==> src/hw/rtl/branch_target_buffer_tristate_counter_top_assert.svh <==
// Assertion macros for the branch target buffer
`ifndef BRANCH_TARGET_BUFFER_TRISTATE_COUNTER_TOP_ASSERT_SVH
`define BRANCH_TARGET_BUFFER_TRISTATE_COUNTER_TOP_ASSERT_SVH

// implication checked every clock outside reset
`define BTB_ASSERT_IMP(label, clk, rst, cond, concl, msg) \
   label: assert property (@(posedge clk) disable iff (rst) (cond) |-> (concl)) \
      else $error(msg);

// next-cycle implication checked outside reset
`define BTB_ASSERT_NXT(label, clk, rst, cond, concl, msg) \
   label: assert property (@(posedge clk) disable iff (rst) (cond) |=> (concl)) \
      else $error(msg);

`endif

==> src/hw/rtl/btb_tc_pkg.sv <==
// ----------------------------------------------------------------------------
// btb_tc_pkg
// Types and codes shared by the branch target buffer modules.
// ----------------------------------------------------------------------------
package btb_tc_pkg;

   localparam logic [1:0] OP_UPDATE = 2'd0;
   localparam logic [1:0] OP_LOOKUP = 2'd1;
   localparam logic [1:0] OP_FLUSH  = 2'd2;
   localparam logic [1:0] OP_NOP    = 2'd3;

   localparam logic [1:0] CNT_PLUS  = 2'd1;
   localparam logic [1:0] CNT_ZERO  = 2'd0;
   localparam logic [1:0] CNT_MINUS = 2'd3;

   typedef struct packed {
      logic [1:0]  opcode;
      logic [1:0]  proc_id;
      logic [63:0] branch_addr;
      logic [63:0] target_address;
      logic        taken;
   } req_type;

   typedef struct packed {
      logic        lookup_hit;
      logic        predict_taken;
      logic [63:0] predicted_target;
   } rsp_type;

endpackage

==> src/hw/rtl/btb_tc_queue.sv <==
// ----------------------------------------------------------------------------
// btb_tc_queue
// Two-deep queue between the front stage and the table engine.
// ----------------------------------------------------------------------------
module btb_tc_queue
   import btb_tc_pkg::*;
(
   input  logic    clock,
   input  logic    reset,
   input  logic    push,
   input  req_type push_data,
   output logic    full,
   input  logic    pop,
   output logic    not_empty,
   output req_type head
);

   req_type    slot_ff [2];
   req_type    slot_in [2];
   logic [1:0] count_ff, count_in;
   logic       rd_ff, rd_in;

   always_comb begin
      slot_in[0] = slot_ff[0];
      slot_in[1] = slot_ff[1];
      rd_in      = rd_ff;
      count_in   = count_ff;
      if (push) begin
         slot_in[rd_ff ^ count_ff[0]] = push_data;
      end
      if (pop) begin
         rd_in = ~rd_ff;
      end
      count_in = count_ff + {1'b0, push} - {1'b0, pop};
   end

   always_ff @(posedge clock) begin
      slot_ff[0] <= slot_in[0];
      slot_ff[1] <= slot_in[1];
      if (reset) begin
         count_ff <= 2'd0;
         rd_ff    <= 1'b0;
      end else begin
         count_ff <= count_in;
         rd_ff    <= rd_in;
      end
   end

   assign full      = count_ff[1];
   assign not_empty = (count_ff != 2'd0);
   assign head      = slot_ff[rd_ff];

endmodule

==> src/hw/rtl/btb_tc_front.sv <==
// ----------------------------------------------------------------------------
// btb_tc_front
// Input stage: registers a beat and drops codes that do nothing.
// ----------------------------------------------------------------------------
module btb_tc_front
   import btb_tc_pkg::*;
(
   input  logic    clock,
   input  logic    reset,
   input  logic    req_valid,
   output logic    req_stall,
   input  req_type req_data,
   output logic    q_push,
   output req_type q_data,
   input  logic    q_full
);

   logic    hold_ff, hold_in;
   req_type data_ff, data_in;
   logic    keep;

   // the no-op code never enters the queue
   assign keep = req_data.opcode inside {OP_UPDATE, OP_LOOKUP, OP_FLUSH};

   assign q_push    = hold_ff && !q_full;
   assign q_data    = data_ff;
   assign req_stall = hold_ff && q_full;

   always_comb begin
      hold_in = hold_ff;
      data_in = data_ff;
      if (q_push) begin
         hold_in = 1'b0;
      end
      if (req_valid && !req_stall) begin
         hold_in = keep;
         data_in = req_data;
      end
   end

   always_ff @(posedge clock) begin
      data_ff <= data_in;
      if (reset) begin
         hold_ff <= 1'b0;
      end else begin
         hold_ff <= hold_in;
      end
   end

endmodule

==> src/hw/rtl/btb_tc_engine.sv <==
// ----------------------------------------------------------------------------
// btb_tc_engine
// Table engine: match, LRU and counter update, flush, lookup result.
// ----------------------------------------------------------------------------
module btb_tc_engine
   import btb_tc_pkg::*;
#(
   parameter int ENTRIES = 16
) (
   input  logic    clock,
   input  logic    reset,
   input  logic    q_valid,
   input  req_type q_head,
   output logic    q_pop,
   output logic    rsp_valid,
   input  logic    rsp_stall,
   output rsp_type rsp_data
);

   localparam int RW = (ENTRIES > 1) ? $clog2(ENTRIES) : 1;
   localparam int IW = RW;

   typedef enum logic [1:0] {ST_MATCH, ST_APPLY} state_type;

   state_type     state_ff;
   logic          valid_ff [ENTRIES];
   logic [1:0]    owner_ff [ENTRIES];
   logic [63:0]   tag_ff   [ENTRIES];
   logic [63:0]   target_ff[ENTRIES];
   logic [1:0]    cnt_ff   [ENTRIES];
   logic [RW-1:0] rank_ff  [ENTRIES];

   logic [ENTRIES-1:0] hit_ff, own_ff;
   logic               rsp_valid_ff;
   rsp_type            rsp_ff;

   logic [ENTRIES-1:0] hit_vec, own_vec, hit_in, own_in;
   logic               any_hit;
   logic [IW-1:0]      hit_idx, free_idx, lru_idx, slot;
   logic               any_free;
   logic [RW-1:0]      old_rank;
   logic [ENTRIES-1:0] older [ENTRIES];
   logic [RW-1:0]      fresh [ENTRIES];
   logic               out_free;

   assign out_free = !rsp_valid_ff || !rsp_stall;

   always_comb begin
      for (int i = 0; i < ENTRIES; i++) begin
         own_vec[i] = valid_ff[i] && (owner_ff[i] == q_head.proc_id);
         hit_vec[i] = own_vec[i] && (tag_ff[i] == q_head.branch_addr);
      end
   end

   always_comb begin
      any_hit  = 1'b0;
      hit_idx  = '0;
      any_free = 1'b0;
      free_idx = '0;
      lru_idx  = '0;
      for (int i = ENTRIES - 1; i >= 0; i--) begin
         if (hit_ff[i]) begin
            any_hit = 1'b1;
            hit_idx = IW'(i);
         end
         if (!valid_ff[i]) begin
            any_free = 1'b1;
            free_idx = IW'(i);
         end
         if (rank_ff[i] == RW'(ENTRIES - 1)) begin
            lru_idx = IW'(i);
         end
      end
      slot     = any_hit ? hit_idx : (any_free ? free_idx : lru_idx);
      old_rank = rank_ff[hit_idx];
   end

   // renumber survivors of a flush; own_ff marks removed entries
   always_comb begin
      for (int i = 0; i < ENTRIES; i++) begin
         for (int j = 0; j < ENTRIES; j++) begin
            older[i][j] = valid_ff[j] && !own_ff[j] && (rank_ff[j] < rank_ff[i]);
         end
         fresh[i] = RW'($countones(older[i]));
      end
   end

   assign hit_in = hit_vec;
   assign own_in = own_vec;
   assign q_pop  = (state_ff == ST_APPLY) &&
                   ((q_head.opcode != OP_LOOKUP) || out_free);

   always_ff @(posedge clock) begin
      if (state_ff == ST_MATCH) begin
         hit_ff <= hit_in;
         own_ff <= own_in;
      end
      if (q_pop) begin
         case (q_head.opcode)
            OP_UPDATE: begin
               for (int i = 0; i < ENTRIES; i++) begin
                  if (valid_ff[i] && IW'(i) != slot) begin
                     if (any_hit ? (rank_ff[i] < old_rank) : 1'b1) begin
                        rank_ff[i] <= rank_ff[i] + RW'(1);
                     end
                  end
               end
               rank_ff[slot]   <= '0;
               owner_ff[slot]  <= q_head.proc_id;
               tag_ff[slot]    <= q_head.branch_addr;
               target_ff[slot] <= q_head.target_address;
               if (any_hit) begin
                  if (q_head.taken) begin
                     cnt_ff[slot] <= (cnt_ff[slot] == CNT_MINUS) ? CNT_ZERO : CNT_PLUS;
                  end else begin
                     cnt_ff[slot] <= (cnt_ff[slot] == CNT_PLUS) ? CNT_ZERO : CNT_MINUS;
                  end
               end else begin
                  cnt_ff[slot] <= q_head.taken ? CNT_ZERO : CNT_MINUS;
               end
            end
            OP_FLUSH: begin
               for (int i = 0; i < ENTRIES; i++) begin
                  rank_ff[i] <= fresh[i];
               end
            end
            default: begin
            end
         endcase
      end
      if (q_pop && q_head.opcode == OP_LOOKUP) begin
         rsp_ff.lookup_hit       <= any_hit;
         rsp_ff.predict_taken    <= any_hit && (cnt_ff[hit_idx] != CNT_MINUS);
         rsp_ff.predicted_target <= any_hit ? target_ff[hit_idx] : 64'd0;
      end
      if (reset) begin
         state_ff     <= ST_MATCH;
         rsp_valid_ff <= 1'b0;
         for (int i = 0; i < ENTRIES; i++) begin
            valid_ff[i] <= 1'b0;
         end
      end else begin
         if (q_pop && q_head.opcode == OP_LOOKUP) begin
            rsp_valid_ff <= 1'b1;
         end else if (!rsp_stall) begin
            rsp_valid_ff <= 1'b0;
         end
         case (state_ff)
            ST_MATCH: begin
               if (q_valid) begin
                  state_ff <= ST_APPLY;
               end
            end
            ST_APPLY: begin
               if (q_pop) begin
                  state_ff <= ST_MATCH;
               end
            end
            default: begin
               state_ff <= ST_MATCH;
            end
         endcase
         if (q_pop && q_head.opcode == OP_UPDATE) begin
            valid_ff[slot] <= 1'b1;
         end
         if (q_pop && q_head.opcode == OP_FLUSH) begin
            for (int i = 0; i < ENTRIES; i++) begin
               if (own_ff[i]) begin
                  valid_ff[i] <= 1'b0;
               end
            end
         end
      end
   end

   assign rsp_valid = rsp_valid_ff;
   assign rsp_data  = rsp_ff;

endmodule

==> src/hw/rtl/branch_target_buffer_tristate_counter_top.sv <==
// ----------------------------------------------------------------------------
// branch_target_buffer_tristate_counter_top
// Shared fully associative BTB with LRU replacement and 3-state counters.
// ----------------------------------------------------------------------------
//   channel | dir | handshake          | payload
//   req     | in  | req_valid/stall    | req_data (req_type)
//   rsp     | out | rsp_valid/stall    | rsp_data (rsp_type), lookups only
//
// The engine registers the associative tag match in ST_MATCH, then in ST_APPLY
// applies the update or flush or forms the result; a lookup waits there while
// its output is stalled. It takes one item at a time. Reset clears all entry
// valid bits at once; no clearing pass. The 2-deep queue lets the input side
// keep taking beats while a lookup result sits stalled in the output register.
module branch_target_buffer_tristate_counter_top
   import btb_tc_pkg::*;
#(
   parameter int ENTRIES = 16
) (
   input  logic    clock,
   input  logic    reset,
   input  logic    req_valid,
   output logic    req_stall,
   input  req_type req_data,
   output logic    rsp_valid,
   input  logic    rsp_stall,
   output rsp_type rsp_data
);

   `include "branch_target_buffer_tristate_counter_top_assert.svh"

   logic    q_push, q_full, q_pop, q_valid;
   req_type q_in, q_head;

   btb_tc_front u_front (
      .clock, .reset, .req_valid, .req_stall, .req_data,
      .q_push, .q_data(q_in), .q_full
   );

   btb_tc_queue u_queue (
      .clock, .reset, .push(q_push), .push_data(q_in), .full(q_full),
      .pop(q_pop), .not_empty(q_valid), .head(q_head)
   );

   btb_tc_engine #(.ENTRIES(ENTRIES)) u_engine (
      .clock, .reset, .q_valid, .q_head, .q_pop,
      .rsp_valid, .rsp_stall, .rsp_data
   );

   `BTB_ASSERT_IMP(a_pop_nonempty, clock, reset, q_pop, q_valid, "pop of empty queue")
   `BTB_ASSERT_IMP(a_push_room, clock, reset, q_push, !q_full, "push into full queue")
   `BTB_ASSERT_NXT(a_no_back_pop, clock, reset, q_pop, !q_pop, "pops in adjacent cycles")

endmodule

==> config.mk <==
export PLATFORM = sky130hd
export DESIGN_NAME = branch_target_buffer_tristate_counter_top
export DESIGN_NICKNAME = d
export VERILOG_FILES = /design/src/hw/rtl/btb_tc_pkg.sv /design/src/hw/rtl/btb_tc_queue.sv /design/src/hw/rtl/btb_tc_front.sv /design/src/hw/rtl/btb_tc_engine.sv /design/src/hw/rtl/branch_target_buffer_tristate_counter_top.sv
export VERILOG_INCLUDE_DIRS = /design/src /design/src/hw/rtl
export SDC_FILE = /design/constraint.sdc
export NUM_CORES = 2
export LEC_CHECK = 0
export BUFFER_PORTS_ARGS = -buffer_cell sky130_fd_sc_hd__buf_2
export CORE_MARGIN = 2
export CORE_UTILIZATION = 27
export DETAILED_ROUTE_END_ITERATION = 12
export PLACE_DENSITY_LB_ADDON = 0.25
export SLEW_MARGIN = 20
export SYNTH_ARGS = -nofsm -noshare
export SYNTH_HDL_FRONTEND = slang
export SYNTH_SLANG_ARGS = --single-unit
==> constraint.sdc <==
create_clock -name clock -period 16 [get_ports clock]
set_clock_uncertainty 0.05 [all_clocks]
set_input_delay 3.2 -clock clock [delete_from_list [all_inputs] [get_ports clock]]
set_output_delay 3.2 -clock clock [all_outputs]
set_load 0.005 [all_outputs]
======== After elaboration in Yosys (flattened, before gate mapping) ========
Memories as Yosys holds them, arrays and structs flattened. A register that Yosys moved wholly into a read port is not among the register bits.
Cells that the tools add are included.
storage, ports and cells
  output and inout port bits .............. 68
  logic and storage cells ................. 1346
  RAM bits ................................ 2458
  bits of input ports ..................... 137
  memories ................................ 7
  register bits ........................... 174
cells by class
  $add $sub $neg .......................... 258
  $lt $le $gt $ge ......................... 274
  eq/ne operators ......................... 75
  multiplexer cells ....................... 320
  reductions and logical operators ........ 361
  bitwise logic cells ..................... 37
memory list
  memory              depth  width  rd ports  clocked after Yosys merged registers in  write ports  RTL line             text
  u_engine.tag_ff     16     64     16        0                                        1            btb_tc_engine.sv:28  logic [63:0] tag_ff [ENTRIES];
  u_engine.target_ff  16     64     1         1                                        1            btb_tc_engine.sv:29  logic [63:0] target_ff[ENTRIES];
  u_queue.slot_ff     2      133    3         1                                        2            btb_tc_queue.sv:18   req_type slot_ff [2];
  u_engine.rank_ff    16     4      17        0                                        17           btb_tc_engine.sv:31  logic [RW-1:0] rank_ff [ENTRIES];
  u_engine.cnt_ff     16     2      2         0                                        1            btb_tc_engine.sv:30  logic [1:0] cnt_ff [ENTRIES];
  u_engine.owner_ff   16     2      16        0                                        1            btb_tc_engine.sv:27  logic [1:0] owner_ff [ENTRIES];
  1 more memories     -      -      -         -                                        -            -
operator list
  operator                                       number
  < comparator 4 bit                             272
  == test 64 bit                                 16
  adder 4 bit                                    112
  logical AND 1 bit                              329
  two-way mux 4 bit                              67
  bitwise mux 266 bit                            1
  two-way mux 266 bit                            1
  adder 1 x 1 -> 2 bit                           128
  two-way mux 1 bit                              242
  demux 133 bit (select 1 bit)                   1
  two-way mux 133 bit                            1
  adder 4 x 1 -> 4 bit, second input constant    16
  == test 4 bit, second input constant           16
  bitwise OR 1 bit                               34
  == test 2 bit                                  16
  != test 4 bit, first input constant            8
  logical NOT 1 bit                              21
  != test 3 x 4 -> 1 bit, first input constant   4
  two-way mux 2 bit                              6
  == test 2 x 1 -> 1 bit, second input constant  4
  != test 2 x 4 -> 1 bit, first input constant   2
  == test 2 bit, second input constant           3
  logical NOT 2 bit                              3
  != test 2 x 1 -> 1 bit, second input constant  3
  other kinds (16)                               19

======== Logic depth before layout (Yosys ltp) ========
An unclocked memory read counts as a cell.
  word-level depth ........................ 27
  gate-level depth with buffers ........... 24
  mapped depth without buffers ............ 24

======== By module ========
Synthesis repeated with hierarchy kept, for this count alone.
unflattened totals
  cells, all modules ...................... 9199
  area total of the unflattened synthesis .. 125698.1 um2
modules (own cells, without submodules)
  module         cells an instance  area an instance (um2)  instances  sequential area each (um2)
  btb_tc_engine  8628               111574.5                1          68005.2
  btb_tc_queue   432                10068.4                 1          8067.7
  btb_tc_front   139                4055.1                  1          4013.8

======== Worst setup path after synthesis ========
OpenSTA, ideal clock, no wires.
  path type ............................... in2reg
  from .................................... input port req_valid
  to ...................................... register u_front.data_ff, in the netlist u_front.q_data[0], enable pin
  data required time ...................... 15307 ps
  cell stages on the path ................. 1
  path buffers ............................ 0
  setup slack ............................. 6345 ps
  data arrival time ....................... 8962 ps
  library setup time ...................... 643 ps
  cells stage by stage .................... nor2b_1
on the way
  cells in the longest elaborated chain, start to end .. 1
ends and longest elaborated chain
  element                 RTL line                                         text
  start: declaration      branch_target_buffer_tristate_counter_top.sv:21  input logic req_valid,
  logical AND 1 bit       btb_tc_front.sv:35                               if (req_valid && !req_stall) begin
  end signal: assignment  btb_tc_front.sv:42                               data_ff <= data_in;
  end: declaration        btb_tc_front.sv:19                               req_type data_ff, data_in;
Every way passes these cells.
A chain may end at the register's enable or synchronous reset.

======== Final worst setup path ========
  from .................................... register u_engine.hit_ff[5]
  to ...................................... memory u_engine.target_ff[7][26], enable pin
on the way
  cells in the longest elaborated chain, start to end .. 7
  elaborated cells on any way between the ends .. 13
  classes of those cells .................. 13 x mux
ends and longest elaborated chain
  element                                                               RTL line             text
  start: declaration                                                    btb_tc_engine.sv:33  logic [ENTRIES-1:0] hit_ff, own_ff;
  start signal: assignment                                              btb_tc_engine.sv:95  hit_ff <= hit_in;
  two-way mux 4 bit or two-way mux 1 bit (tied branches) (6 in series)  btb_tc_engine.sv:62  if (hit_ff[i]) begin
  two-way mux 4 bit (*)                                                 btb_tc_engine.sv:74  slot = any_hit ? hit_idx : (any_free ? free_idx : lru_idx);
  end: declaration                                                      btb_tc_engine.sv:29
Mark *: on every way between the ends. The rest lies on a longest branch, timed or not.

==> impl_metrics.tcl <==
set metrics [dict create \
    status "complete, no violations" \
    rsz0062_at_grt "no" \
    num_rows 252 \
    cts.sinks 2696 \
    setup_violations 0 \
    intPower_mw 16.22 \
    slew_viol_final 0 \
    final_nets 11210 \
    avgSynthCellArea_um2 13.04 \
    cts-root-buf "clkbuf_16" \
    end_kind "register" \
    coreArea_um2 470400 \
    synth.distinct_cells 83 \
    cts_tree "done" \
    ys_seq_area_frac 0.6284 \
    cp.required_ns 16.47 \
    relSlewSlack 0.1728 \
    io_buffers 204 \
    fmaxAchievable_mhz 145.7 \
    setup_tns_ns 0 \
    synth_nets 10800 \
    ctsHoldBuffers 0 \
    area_growth_syn_to_layout_pct 15.92 \
    ant_nets 0 \
    hp-class "register to register" \
    synth_top_area_frac 0.6147 \
    synthArstFlopShare 0 \
    post-cts-setup-buffers 0 \
    synth-edff-count 2609 \
    drt-initial-drc-count 8407 \
    worst_pin_slew_ns 1.239 \
    die_w_um 691.1 \
    finalPower_mw 28.13 \
    period_share 0.4290 \
    cap_violations 0 \
    synth_most_common_cell "edfxtp_1" \
    grt_first_pass_wirelength_um 658700 \
    cts_buffer_depth 4 \
    firstDrtPassIters 6 \
    antenna_found_initial 44 \
    viasPerCell 5.011 \
    yosys.area.top_type "edfxtp_1" \
    final_util 0.3141 \
    critical_path_class "register to register" \
    ys.flop_type "edfxtp_1" \
    p_comb_frac 0.434 \
    syn_inst 9776 \
    layout.cells.non_filler 16680 \
    synthesis.area_um2 127500 \
    p_leak_nw 51.49 \
    grt_pass1_vias 82170 \
    critical_path.max_fanout 37 \
    fillCellCount 46750 \
    placedCellCount 16100 \
    clkPwrFrac 0.245 \
    critical_path_arrival_ns 7.33 \
    overflow 0 \
    switching_power_mw 11.91 \
    swShare 0.4233 \
    initial_core_util 0.2709 \
    dieArea_um2 477600 \
    cts_buffers 311 \
    vdd_drop_max_v 0.0002015 \
    grt_max_degree 178 \
    clk_pin_slew_ns 0.06 \
    ys_ff_latch 2696 \
    seq_power_share 0.321 \
    drc 0 \
    die_height_um 691.1 \
    start_kind "register" \
    gp_congestion 0.9112 \
    hpwl_um 290800 \
    synthTopCellsByCount "2609 x edfxtp_1, 1339 x nand2_1, 796 x nand3_1" \
    cts_resized 0 \
    finalHoldViolCount 0 \
    num_vias 83590 \
    final.min_clock_period_ns 6.864 \
    wire_per_inst_um 28.64 \
    wl_um 477800 \
    p_per_area_nw_per_um2 190.4 \
    io_pins 205 \
    clkLatencyLatePin_ns 0.92 \
    grt_usage 0.1939 \
    h-tree-depth 5 \
    drive_gt1_frac 0.1071 \
    ys_warn_count 0 \
    synth_area_leaders "edfxtp_1 61%, ha_1 7.1%, xnor2_1 5.4%" \
]
critical path, stage by stage (launching register included):
cell and delay, ns:
edfxtp_1 0.47, nor4_4 0.84, and4_4 0.66, inv_2 0.32, nor2_1 0.20, a311oi_2 0.32, nor2_1 0.84, nand2_1 0.48
nor2_4 0.66, buf_4 0.70, buf_4 0.78
metrics by stage:
stage / setup slack, ns / instance area (um^2) / hold slack, ns
finish: 9.136 / 147800 / 0.3796
global route: 8.849 / 147700 / 0.4033
CTS: 9.121 / 147700 / 0.3859
detailed placement: 9.168 / 138000 / 0.3813
global placement: 9.129 / 138000 / 0.3729
floorplan: 6.345 / 127500 / 0.3715
kinds of logic (layout without fill, tap and decap cells):
| kind of cell | Yosys count | count (layout) | synth area share |
|---|---|---|---|
| AO/OA/AOI/OAI | 804 | 804 | 0.03780 |
| XOR/XNOR | 1096 | 1096 | 0.07531 |
| adder cells (fa/ha/maj) | 882 | 882 | 0.09589 |
| buffers and inverters | 745 | 1413 | 0.02242 |
| flip-flops | 2696 | 2696 | 0.6284 |
| multiplexers | 164 | 164 | 0.01375 |
| other | 0 | 15 | 0 |
| AND/OR/NAND/NOR | 3389 | 3389 | 0.1265 |
routing by layer:
layer / GRT usage / vias to the layer above / part of all wire
met5: 0 / - / 0.00014
met4: 0.05833 / 10 / 0.032
met3: 0.02907 / 703 / 0.068
met2: 0.3178 / 3375 / 0.47
met1: 0.2646 / 43180 / 0.43
li1: - / 36320 / -
layout by cell type (no fill, tap or decap), drive strengths merged, types with 69 or more instances in the layout:
master  Yosys  routed
edfxtp   2609    2609
nand2    1340    1340
nand3     796     796
xnor2     781     781
ha        724     724
buf        70     476
clkbuf    301     396
inv       374     381
a21oi     335     335
xor2      315     315
nor2      315     315
o21ai     265     265
nor4      227     227
nand4     207     207
nor2b     202     202
fa        158     158
clkinv      0     145
nand2b    143     143
mux2i      93      93
dfxtp      87      87
mux2       69      69
final cells by class:
type / instances / area [um^2] / area share
diodes: 15 / 37.54 / 0.0002541
clock buffers: 396 / 8344 / 0.05648
clock inverters: 167 / 1350 / 0.009137
inverters: 374 / 1419 / 0.009603
multi-input cells: 6335 / 45530 / 0.3082
flip-flops and latches: 2696 / 80090 / 0.5421
well taps: 6223 / 7786 / 0.05270
repair buffers: 476 / 3188 / 0.02158
sequential cells by signal, indices dropped and copies added, names as in the netlist, named ones only:
register	count
u_engine.tag_ff	1024
u_front.hold_ff	1
u_queue.count_ff	2
u_engine.cnt_ff	32
u_engine.state_ff	1
u_engine.hit_ff	16
u_front.q_data	133
u_engine.own_ff	16
u_engine.rsp_valid	1
u_engine.rsp_data	66
u_engine.owner_ff	32
u_queue.rd_ff	1
u_engine.target_ff	1024
u_queue.slot_ff	266
u_engine.valid_ff	16
u_engine.rank_ff	64
power by group through the flow:
stage               Sequential (mW)  Clock (mW)  Combinational (mW)
floorplan                      9.16           0                7.04
global placement               9.17           0                11.9
detailed placement             9.18           0                12.2
CTS                            9.03        7.03                12.2
global route                   9.06        7.27                13.3
finish                         9.04        6.88                12.2
worst paths after layout:
path,start,end,slack [ns],depth (start not counted)
worst max-delay path,u_engine.hit_ff[5],u_engine.target_ff[7][26],9.14,10
worst min-delay path,u_front.q_data[51],u_queue.slot_ff[1][51],0.38,0
worst max register to register,u_engine.hit_ff[5],u_engine.target_ff[7][26],9.14,10
worst min register to register,u_front.q_data[51],u_queue.slot_ff[1][51],0.38,0
(Power assumes the default switching activity.)
